===== config.mk =====
export PLATFORM = sky130hd
export DESIGN_NAME = delta_varint_stream_decoder_core
export DESIGN_NICKNAME = d
export VERILOG_FILES = /design/src/dvsd_pkg.sv /design/src/dvsd_front.sv /design/src/dvsd_queue.sv /design/src/dvsd_back.sv /design/src/delta_varint_stream_decoder_core.sv
export VERILOG_INCLUDE_DIRS = /design/src /design/src/src
export SDC_FILE = /design/constraint.sdc
export NUM_CORES = 1
export LEC_CHECK = 0
export ABC_AREA = 1
export BUFFER_PORTS_ARGS = -buffer_cell sky130_fd_sc_hd__buf_2
export CORE_MARGIN = 1.5
export CORE_UTILIZATION = 40
export CTS_CLUSTER_DIAMETER = 50
export DETAILED_ROUTE_END_ITERATION = 16
export GPL_TIMING_DRIVEN = 0
export SLEW_MARGIN = 20
export SYNTH_ARGS = -nofsm -noshare
export SYNTH_HDL_FRONTEND = slang
export SYNTH_SLANG_ARGS = --single-unit

===== constraint.sdc =====
create_clock -name clock -period 5.45 [get_ports clock]
set_clock_uncertainty 0.2 [all_clocks]
set_input_delay 0.545 -clock clock [delete_from_list [all_inputs] [get_ports clock]]
set_output_delay 0.545 -clock clock [all_outputs]
set_load 0.05 [all_outputs]

===== src/assert_macros.svh =====
// Assertion macros used by the decoder top level.
// Depends on nothing; the including module must have clock and reset.
`ifndef ASSERT_MACROS_SVH
`define ASSERT_MACROS_SVH

// The consequent must hold in the same cycle as the antecedent.
`define ASSERT_NOW(lbl, ante, cons) \
   lbl: assert property (@(posedge clock) disable iff (reset) (ante) |-> (cons)) \
      else $error("decoder assertion failed");

// The consequent must hold in the cycle after the antecedent.
`define ASSERT_NEXT(lbl, ante, cons) \
   lbl: assert property (@(posedge clock) disable iff (reset) (ante) |=> (cons)) \
      else $error("decoder assertion failed");

`endif


===== src/dvsd_pkg.sv =====
// Shared types and constants for the delta varint stream decoder.
// Depends on nothing; imported by every decoder module.
package dvsd_pkg;

   localparam logic [6:0] DATA_MASK  = 7'h7F;
   localparam logic [2:0] MAX_BYTES0 = 3'd5;

   localparam logic FORMAT_CONT   = 1'b0;
   localparam logic FORMAT_LENGTH = 1'b1;

   localparam logic CSR_CODE_FORMAT  = 1'b0;
   localparam logic CSR_DELTA_ENABLE = 1'b1;

   typedef struct packed {
      logic code_format;
      logic delta_enable;
   } cfg_type;

   typedef struct packed {
      logic [31:0] gap;
      logic [2:0]  code_bytes;
      logic        clear_sum;
   } code_item_type;

endpackage


===== src/dvsd_front.sv =====
// Front end: accepts stream bytes and assembles codes in either format.
// Depends on dvsd_pkg; pushes finished codes into dvsd_queue.
module dvsd_front
   import dvsd_pkg::*;
(
   input  logic          clock,
   input  logic          reset,
   input  logic          req_valid,
   input  logic [7:0]    req_code_byte,
   input  logic          req_list_start,
   input  logic          queue_full,
   input  cfg_type       cfg,
   input  logic          format_write,
   output logic          push,
   output code_item_type push_item,
   output logic          code_open
);

   logic [31:0] partial_ff, partial_in;
   logic [2:0]  taken_ff, taken_in;
   logic [1:0]  needed_ff, needed_in;
   logic        clr_pending_ff, clr_pending_in;

   logic        accept;
   logic        done;
   logic [2:0]  count;
   logic [31:0] base_value;
   logic [31:0] next_value;
   logic [1:0]  next_needed;
   logic [1:0]  lane;
   logic        clear_eff;

   assign accept    = req_valid && !queue_full;
   assign clear_eff = clr_pending_ff || req_list_start;
   assign count     = (req_list_start ? 3'd0 : taken_ff) + 3'd1;
   assign base_value = req_list_start ? 32'd0 : partial_ff;
   assign lane      = 2'(count - 3'd1);

   always_comb begin
      next_needed = req_list_start ? 2'd0 : needed_ff;
      if (cfg.code_format == FORMAT_CONT) begin
         next_value = {base_value[24:0], req_code_byte[6:0] & DATA_MASK};
         done = !req_code_byte[7] || (count >= MAX_BYTES0);
      end else begin
         if (count == 3'd1) begin
            next_needed = req_code_byte[1:0];
            next_value = {24'd0, req_code_byte};
         end else begin
            next_value = base_value | ({24'd0, req_code_byte} << {lane, 3'b000});
         end
         done = count >= ({1'b0, next_needed} + 3'd1);
      end
   end

   always_comb begin
      partial_in     = partial_ff;
      taken_in       = taken_ff;
      needed_in      = needed_ff;
      clr_pending_in = clr_pending_ff;
      if (format_write) begin
         partial_in = 32'd0;
         taken_in   = 3'd0;
         needed_in  = 2'd0;
      end else if (accept) begin
         if (done) begin
            partial_in     = 32'd0;
            taken_in       = 3'd0;
            needed_in      = 2'd0;
            clr_pending_in = 1'b0;
         end else begin
            partial_in     = next_value;
            taken_in       = count;
            needed_in      = next_needed;
            clr_pending_in = clear_eff;
         end
      end
   end

   always_ff @(posedge clock) begin
      if (reset) begin
         partial_ff     <= 32'd0;
         taken_ff       <= 3'd0;
         needed_ff      <= 2'd0;
         clr_pending_ff <= 1'b0;
      end else begin
         partial_ff     <= partial_in;
         taken_ff       <= taken_in;
         needed_ff      <= needed_in;
         clr_pending_ff <= clr_pending_in;
      end
   end

   assign push = accept && done && !format_write;
   assign push_item.gap = (cfg.code_format == FORMAT_LENGTH) ?
                          {2'b00, next_value[31:2]} : next_value;
   assign push_item.code_bytes = count;
   assign push_item.clear_sum  = clear_eff;
   assign code_open = taken_ff != 3'd0;

endmodule


===== src/dvsd_queue.sv =====
// Two-entry queue of finished codes between the front and back ends.
// Depends on dvsd_pkg for the code item type.
module dvsd_queue
   import dvsd_pkg::*;
(
   input  logic          clock,
   input  logic          reset,
   input  logic          push,
   input  code_item_type push_item,
   input  logic          pop,
   output code_item_type pop_item,
   output logic          full,
   output logic          empty
);

   code_item_type entry_ff [2];
   logic          wr_ptr_ff, wr_ptr_in;
   logic          rd_ptr_ff, rd_ptr_in;
   logic [1:0]    count_ff, count_in;

   assign wr_ptr_in = push ? !wr_ptr_ff : wr_ptr_ff;
   assign rd_ptr_in = pop ? !rd_ptr_ff : rd_ptr_ff;

   always_comb begin
      count_in = count_ff;
      if (push && !pop) begin
         count_in = count_ff + 2'd1;
      end else if (pop && !push) begin
         count_in = count_ff - 2'd1;
      end
   end

   always_ff @(posedge clock) begin
      if (reset) begin
         wr_ptr_ff <= 1'b0;
         rd_ptr_ff <= 1'b0;
         count_ff  <= 2'd0;
      end else begin
         wr_ptr_ff <= wr_ptr_in;
         rd_ptr_ff <= rd_ptr_in;
         count_ff  <= count_in;
      end
   end

   always_ff @(posedge clock) begin
      if (push) begin
         entry_ff[wr_ptr_ff] <= push_item;
      end
   end

   assign pop_item = entry_ff[rd_ptr_ff];
   assign full     = count_ff == 2'd2;
   assign empty    = count_ff == 2'd0;

endmodule


===== src/dvsd_back.sv =====
// Back end: keeps the running sum and holds the result register.
// Depends on dvsd_pkg; takes codes from dvsd_queue.
module dvsd_back
   import dvsd_pkg::*;
(
   input  logic          clock,
   input  logic          reset,
   input  logic          queue_empty,
   input  code_item_type queue_item,
   input  cfg_type       cfg,
   input  logic          rsp_stall,
   output logic          pop,
   output logic          rsp_valid,
   output logic [31:0]   rsp_value,
   output logic [31:0]   rsp_gap,
   output logic [2:0]    rsp_code_bytes
);

   logic [31:0] sum_ff, sum_in;
   logic        valid_ff, valid_in;
   logic [31:0] value_ff, value_in;
   logic [31:0] gap_ff;
   logic [2:0]  bytes_ff;

   assign pop      = !queue_empty && (!valid_ff || !rsp_stall);
   assign sum_in   = (queue_item.clear_sum ? 32'd0 : sum_ff) + queue_item.gap;
   assign value_in = cfg.delta_enable ? sum_in : queue_item.gap;
   assign valid_in = pop || (valid_ff && rsp_stall);

   always_ff @(posedge clock) begin
      if (reset) begin
         sum_ff   <= 32'd0;
         valid_ff <= 1'b0;
      end else begin
         valid_ff <= valid_in;
         if (pop) begin
            sum_ff <= sum_in;
         end
      end
   end

   always_ff @(posedge clock) begin
      if (pop) begin
         value_ff <= value_in;
         gap_ff   <= queue_item.gap;
         bytes_ff <= queue_item.code_bytes;
      end
   end

   assign rsp_valid      = valid_ff;
   assign rsp_value      = value_ff;
   assign rsp_gap        = gap_ff;
   assign rsp_code_bytes = bytes_ff;

endmodule


===== src/delta_varint_stream_decoder_core.sv =====
// Top level of the delta varint stream decoder: config registers and wiring.
// Depends on dvsd_pkg, assert_macros.svh, dvsd_front, dvsd_queue and dvsd_back.

// The decoder takes one stream byte per cycle while req_stall is low and emits
// a result when a code ends, through a queue entry and the result register.
// Bytes are taken at one per cycle as long as results are taken, since the
// front end assembles a code a byte at a time and the back end adds one gap
// to the running sum per cycle. A two-entry queue sits between them, so req_stall
// rises only once a stall on the result side has filled it. Configuration is
// written through a one-bit index, by the user only while the block is idle; the
// block does not enforce it. Changing the code format drops any code in progress.
`include "assert_macros.svh"

module delta_varint_stream_decoder_core
   import dvsd_pkg::*;
(
   input  logic        clock,
   input  logic        reset,
   input  logic        req_valid,
   output logic        req_stall,
   input  logic [7:0]  req_code_byte,
   input  logic        req_list_start,
   output logic        rsp_valid,
   input  logic        rsp_stall,
   output logic [31:0] rsp_value,
   output logic [31:0] rsp_gap,
   output logic [2:0]  rsp_code_bytes,
   input  logic        csr_write_enable,
   input  logic        csr_index,
   input  logic        csr_write_data
);

   cfg_type       cfg_ff, cfg_in;
   logic          format_write;
   logic          q_push;
   logic          q_pop;
   logic          q_full;
   logic          q_empty;
   code_item_type push_item;
   code_item_type pop_item;
   logic          code_open;

   assign format_write = csr_write_enable && (csr_index == CSR_CODE_FORMAT);

   always_comb begin
      cfg_in = cfg_ff;
      if (csr_write_enable) begin
         case (csr_index)
            CSR_CODE_FORMAT: begin
               cfg_in.code_format = csr_write_data;
            end
            CSR_DELTA_ENABLE: begin
               cfg_in.delta_enable = csr_write_data;
            end
            default: begin
               cfg_in = cfg_ff;
            end
         endcase
      end
   end

   always_ff @(posedge clock) begin
      if (reset) begin
         cfg_ff.code_format  <= FORMAT_LENGTH;
         cfg_ff.delta_enable <= 1'b1;
      end else begin
         cfg_ff <= cfg_in;
      end
   end

   assign req_stall = q_full;

   dvsd_front u_front (
      .clock          (clock),
      .reset          (reset),
      .req_valid      (req_valid),
      .req_code_byte  (req_code_byte),
      .req_list_start (req_list_start),
      .queue_full     (q_full),
      .cfg            (cfg_ff),
      .format_write   (format_write),
      .push           (q_push),
      .push_item      (push_item),
      .code_open      (code_open)
   );

   dvsd_queue u_queue (
      .clock     (clock),
      .reset     (reset),
      .push      (q_push),
      .push_item (push_item),
      .pop       (q_pop),
      .pop_item  (pop_item),
      .full      (q_full),
      .empty     (q_empty)
   );

   dvsd_back u_back (
      .clock          (clock),
      .reset          (reset),
      .queue_empty    (q_empty),
      .queue_item     (pop_item),
      .cfg            (cfg_ff),
      .rsp_stall      (rsp_stall),
      .pop            (q_pop),
      .rsp_valid      (rsp_valid),
      .rsp_value      (rsp_value),
      .rsp_gap        (rsp_gap),
      .rsp_code_bytes (rsp_code_bytes)
   );

   `ASSERT_NOW(a_queue_no_overflow, q_push, !q_full)
   `ASSERT_NOW(a_queue_no_underflow, q_pop, !q_empty)
   `ASSERT_NEXT(a_format_write_clears, format_write, !code_open)

endmodule

# Word level (Yosys, flattened, before mapping)
# Memories as Yosys holds them, arrays and structs flattened. A register that Yosys moved wholly into a read port is not among the register bits.
# Index checks and enable logic that the tools add are counted.
[totals]
inputBits = 16
output_inout_bits = 69
n_memories = 1
word_cells = 79
ramBits = 72
reg_bits = 144
[memory_table]
columns = ["memory", "words", "word_bits", "read_ports", "rd_clocked_by_memory_dff", "wr", "line_no", "rtl"]
rows = [
  ["u_queue.entry_ff", 2, 36, 1, 1, 1, "dvsd_queue.sv:16", "code_item_type entry_ff [2];"],
]
[op_classes]
eq_ne = 2
n_reduce_logical = 28
addsub = 6
order_cmp = 2
n_shift = 1
bitwise_logic = 3
n_mux = 22
[ops]
columns = ["operator", "n"]
rows = [
  ["$mux W32", 7],
  ["$add A32 B32 Y32", 1],
  ["$or A32 B32 Y32", 1],
  ["$shl A8 B5 Y32", 1],
  ["$mux W2", 7],
  ["$logic_not A1 Y1", 10],
  ["$logic_and A1 B1 Y1", 8],
  ["$mux W1", 6],
  ["$mux W3", 2],
  ["$reduce_and A2 Y1", 3],
  ["$logic_or A1 B1 Y1", 4],
  ["$sub A2 B1 Y2 const B", 2],
  ["$add A2 B1 Y3 const B", 1],
  ["$add A3 B1 Y3 const B", 1],
  ["$eq A3 B1 Y1 const B", 1],
  ["$ge A3 B3 Y1", 1],
  ["$ge A3 B3 Y1 const B", 1],
  ["$add A2 B1 Y2 const B", 1],
  ["$eq A2 B2 Y1 const B", 1],
  ["$logic_not A2 Y1", 1],
  ["$not A1 Y1", 2],
  ["$reduce_bool A2 Y1", 1],
  ["$reduce_or A2 Y1", 1],
]

# Logic depth before layout (Yosys ltp)
[depth]
word_depth = 14
depth_mapped = 23
ltp_nobuf = 22

# By module
# Synthesis repeated with hierarchy kept, for this count alone.
[unflattened]
hier_cells = 1519
hier_area_um2 = 12051.6
[modules_own_cells]
columns = ["module", "cells_per_inst", "n_inst", "area_each_um2", "seq_area_each_um2"]
rows = [
  ["dvsd_back", 894, 1, 6274.8, 2672.6],
  ["dvsd_queue", 145, 1, 2977.9, 2262.2],
  ["dvsd_front", 467, 1, 2702.6, 760.7],
  ["delta_varint_stream_decoder_core", 13, 1, 96.3, 40.0],
]

# Worst setup path before layout
# No wires, ideal clock.
[synth_path]
path_type = "input-to-reg"
start = "in req_list_start"
end = "mem u_queue.entry_ff[1][0] (netlist name) (enable)"
t_required_ns = 4.819
setup_ns = 0.431
slack_ns = 0.719
cell_stages = 18
n_path_buf = 2
t_arrival_ns = 4.100
path_cell_list = "buf_6 -> nor2_4 -> buf_6 -> ha_1 -> nand3b_1 -> nand4_2 -> inv_1 -> nand2_1 -> nand2_1 -> ha_1 -> inv_1 -> ha_1 -> nand2_1 -> o211ai_1 -> nand2_1 -> nand2_1 -> nand2_1 -> nor2_1"
[synth_via]
elab_chain_len = 12
word_cells_on_any_way = 15
classes_between = "add/sub: 2; order compare: 2; eq/ne: 1; mux: 7; reduce/logical: 3"
[synth_rtl]
columns = ["item", "line_no", "rtl"]
rows = [
  ["start: declaration", "delta_varint_stream_decoder_core.sv:22", "input logic req_list_start,"],
  ["$mux W3", "dvsd_front.sv:35", "assign count = (req_list_start ? 3'd0 : taken_ff) + 3'd1;"],
  ["$add A3 B1 Y3", "dvsd_front.sv:35", ""],
  ["$eq A3 B1 Y1", "dvsd_front.sv:45", "if (count == 3'd1) begin"],
  ["$mux W2", "dvsd_front.sv:45", ""],
  ["$mux W2", "dvsd_front.sv:41", "if (cfg.code_format == FORMAT_CONT) begin"],
  ["$add A2 B1 Y3", "dvsd_front.sv:51", "done = count >= ({1'b0, next_needed} + 3'd1);"],
  ["$ge A3 B3 Y1", "dvsd_front.sv:51", ""],
  ["$mux W1 (*)", "dvsd_front.sv:41", ""],
  ["$logic_and A1 B1 Y1 (*) (2 in a row)", "dvsd_front.sv:93", "assign push = accept && done && !format_write;"],
  ["$mux W1 (*)", "dvsd_queue.sv:46", "if (push) begin"],
  ["$mux W1 (implied by the code) (*)", "dvsd_queue.sv:47", "entry_ff[wr_ptr_ff] <= push_item;"],
  ["end: declaration", "dvsd_queue.sv:16", ""],
]
# Mark *: on every way between the ends. The rest lies on a longest branch, timed or not. The select of a mux whose other input is x is not followed.

==> key figures <==
Drt
  – Drt pass-1 iters: 5
  – Vias/cell: ~4.9
  – Total wire length: about 33000 um
  – Drt first-iter violations: 781
  – DRC: 0
  – Antenna viol nets, final: 0
  – DR WL/cell: 15.91 um
  – Routed vias: between 10k and 15k

Timing
  – TNS Setup: 0 ps
  – RSZ-0062 raised after global routing: false
  – Final worst-path cycle share: 77.22%
  – Final slew viol count: 0
  – Final hold violation count: 0
  – F_max: about 240 MHz
  – Worst Tran Pin Value: 1202 ps
  – Final setup fails: 0
  – Slew headroom: a little under 20%
  – Minimum clock period: 4209 ps
  – Setup ws final: approximately 1200 ps

Floorplan
  – Row count: 62
  – Full die area: just over 30000 um^2
  – Initial Util: 40.84%
  – Chip width: between 150 and 200 um
  – Die H: 174.4 um
  – I/O pin cnt: between 80 and 90
  – Core Region: 28780 um^2

GRT
  – Vias in the first global route: 9607
  – GRT Resource Usage Total: 21.61%
  – Initial antenna violation count: 0
  – Largest net degree at the start of global routing: 57
  – Grt ovf: 0
  – First-pass GRT wire length: 51260 um

Layout
  – Most frequent cells in the layout: 573 x nand2_1, 227 x inv_1, 139 x edfxtp_1, 114 x nor2_1, 92 x a21oi_1
  – Layout cells sized above 1: between 10% and 20%
  – Antenna Cells: 0
  – Final Util: 47.35%
  – Nets: ~1.7k
  – Layout area overhead: 15.95%
  – Commonest non-fill, non-tap cell in the layout: nand2_1
  – Non-Filler Instances: approximately 2.1k

Pwr
  – Total power: about 8 mW
  – Leak: ~6.4 nW
  – Power Density: between 600 and 700 nW/um^2
  – VDD IR max: roughly 0.32 mV

Logic synthesis
  – Largest area contributor in the netlist: edfxtp_1
  – Syn Inst Count: roughly 1.6k
  – Synth area leaders: edfxtp_1 36%, nand2_1 18%, dfxtp_1 13%
  – Synthesized area per cell: roughly 7.6 um^2
  – Syn Nets: 1610
  – Post-Syn Area: approximately 12000 um^2
  – Unique masters post-synth: 39
  – Seq cells post-synth: between 200 and 250
  – Register area share after synthesis: 48.80%
  – Yosys warnings: 0
  – Post-synth top area share: a little over a third

Critical path
  – CP dominant cell by count: nand2_1
  – Worst path cell trace: buf_2 -> inv_2 -> clkbuf_1 -> clkbuf_1 -> nand2_1 -> nand2_1 -> ha_1 -> inv_1 -> fa_1 -> inv_1 -> nand3_1 -> nand2_1 -> nand2_1 -> nand2_1 -> nand2_1 -> nand2_1 -> nand2_1 -> nand2_1 -> nand2_1 -> nand3_1 -> o21ai_0
  – CP Data Arrival Time: between 4000 and 5000 ps
  – Critical Path RT: around 5500 ps
  – Max incr delay on CP: 500 ps
  – Critical Path Slowest Stage Cell: clkbuf_1
  – CP Max Fanout: 10
  – CP Launch Type: flop
  – CP endpoint kind: flop
  – CP Class: reg2reg

Placement
  – Place WS: ~1200 ps
  – Post-Place Cells: 2027
  – Routability congestion estimate: roughly 0.97
  – Port Buffers: 84
  – Dpl hpwl: around 25000 um

Run status
  – Status: finished, final reports clean

Worst hold path
  – Hold Crit Class: in2reg

Clock network
  – Post-CTS setup repair buffer count: 0
  – Depth of the CTS H-tree: 1
  – Hold buffers post-CTS: 0
  – Clock Latency Late Sink: approximately 560 ps
  – PostCTS Resize Cnt: 0
  – TritonCTS clock tree: done
  – CTS Buf Count: 27
  – CTS sink cnt: 217
  – CTS Buffer Depth: 3
  – Root Buffer: clkbuf_16
  – Clock Pin Slew Worst Setup and Hold Paths: 60 ps

Run
  – Max-cap viol count: 0
## layout make-up
| cell class | count | area, um^2 |
|---|---|---|
| Sequential cell | 217 | 5736 |
| Clock buffer | 31 | 690.7 |
| Tap cell | 384 | 480.5 |
| Timing Repair Buffer | 87 | 495.5 |
| Inverter | 234 | 880.8 |
| Fill cell | 2881 | 15150 |
| Multi-Input combinational cell | 1051 | 4896 |
| Clock inverter | 19 | 188.9 |
| Buffer | 54 | 260.3 |
## state kept, by name (all words and copies together), names as in the netlist, named ones only
| register | flops |
|---|---|
| cfg_ff | 2 |
| u_back.rsp_code_bytes | 3 |
| u_back.rsp_gap | 32 |
| u_back.rsp_valid | 1 |
| u_back.rsp_value | 32 |
| u_back.sum_ff | 32 |
| u_front.clr_pending_ff | 1 |
| u_front.needed_ff | 2 |
| u_front.partial_ff | 32 |
| u_front.taken_ff | 3 |
| u_queue.count_ff | 2 |
| u_queue.entry_ff | 72 |
| u_queue.rd_ptr_ff | 1 |
| u_queue.wr_ptr_ff | 1 |
## final timing paths
| check | depth (start not counted) | endpoint | slack, ps | start |
|---|---|---|---|---|
| worst max-delay path | 21 | u_back.rsp_value[30]$_DFFE_PP_ | 1240 | flop |
| worst min-delay path | 2 | cfg_ff[0]$_SDFFE_PP1P_ | 80 | csr_write_data |
| worst max register to register | 21 | u_back.rsp_value[30]$_DFFE_PP_ | 1240 | flop |
| worst min register to register | 2 | u_back.sum_ff[0]$_SDFFE_PP0P_ | 250 | u_back.sum_ff[0]$_SDFFE_PP0P_ |
## worst max-delay path: cells and delay by family, from the launching register on
kind,cells,cell delay (ps)
DFF,1,290
AOI/OAI and AO/OA,1,90
and+or+nand+nor,12,1360
adders and majority gates,2,580
buffers and inverters,6,1390
## cells in the mapped netlist (all sizes together)
library cell / n
nand2: 575
inv: 231
edfxtp: 139
nor2: 118
a21oi: 94
nand3: 82
dfxtp: 78
o21ai: 77
clkbuf: 39
ha: 37
buf: 15
or2: 13
a31oi: 11
o211ai: 8
xnor2: 7
xor2: 7
nor3: 5
o22ai: 5
and2: 4
clkinv: 3
nand3b: 2
a21o: 1
a311o: 1
fa: 1
nand4: 1
o21bai: 1
o31ai: 1
## metal layers
layer	wire (um)	track usage (%)	vias to the layer above	share of wire, %
li1	-	-	5188	-
met1	14540	27.85	4625	44
met2	15360	36.57	292	46
met3	1904	3.303	76	5.8
met4	1247	8.154	0	3.8
met5	0	0	-	0
## metrics by stage
step	hold slack, ps	instance area (um^2)
2_1_floorplan	225.5	11750
3_3_place_gp	235.2	12650
3_5_place_dp	249.3	12750
4_1_cts	57.24	13630
5_1_grt	88.41	13630
6_report	79.86	13630
## report_power, final
group	switching, mW	internal, mW
Clock	0.724	1.02
Combinational	3.02	0.999
Sequential	0.103	2.34
Total	3.85	4.36
## cells by family after synthesis
group,share of synthesized area [%]
adders and majority gates,4.109
AOI/OAI and AO/OA,9.080
DFF,48.80
buffers and inverters,9.676
xor gates and xnor gates,1.043
and+or+nand+nor,27.29
Power figures use the tool's default switching activity.
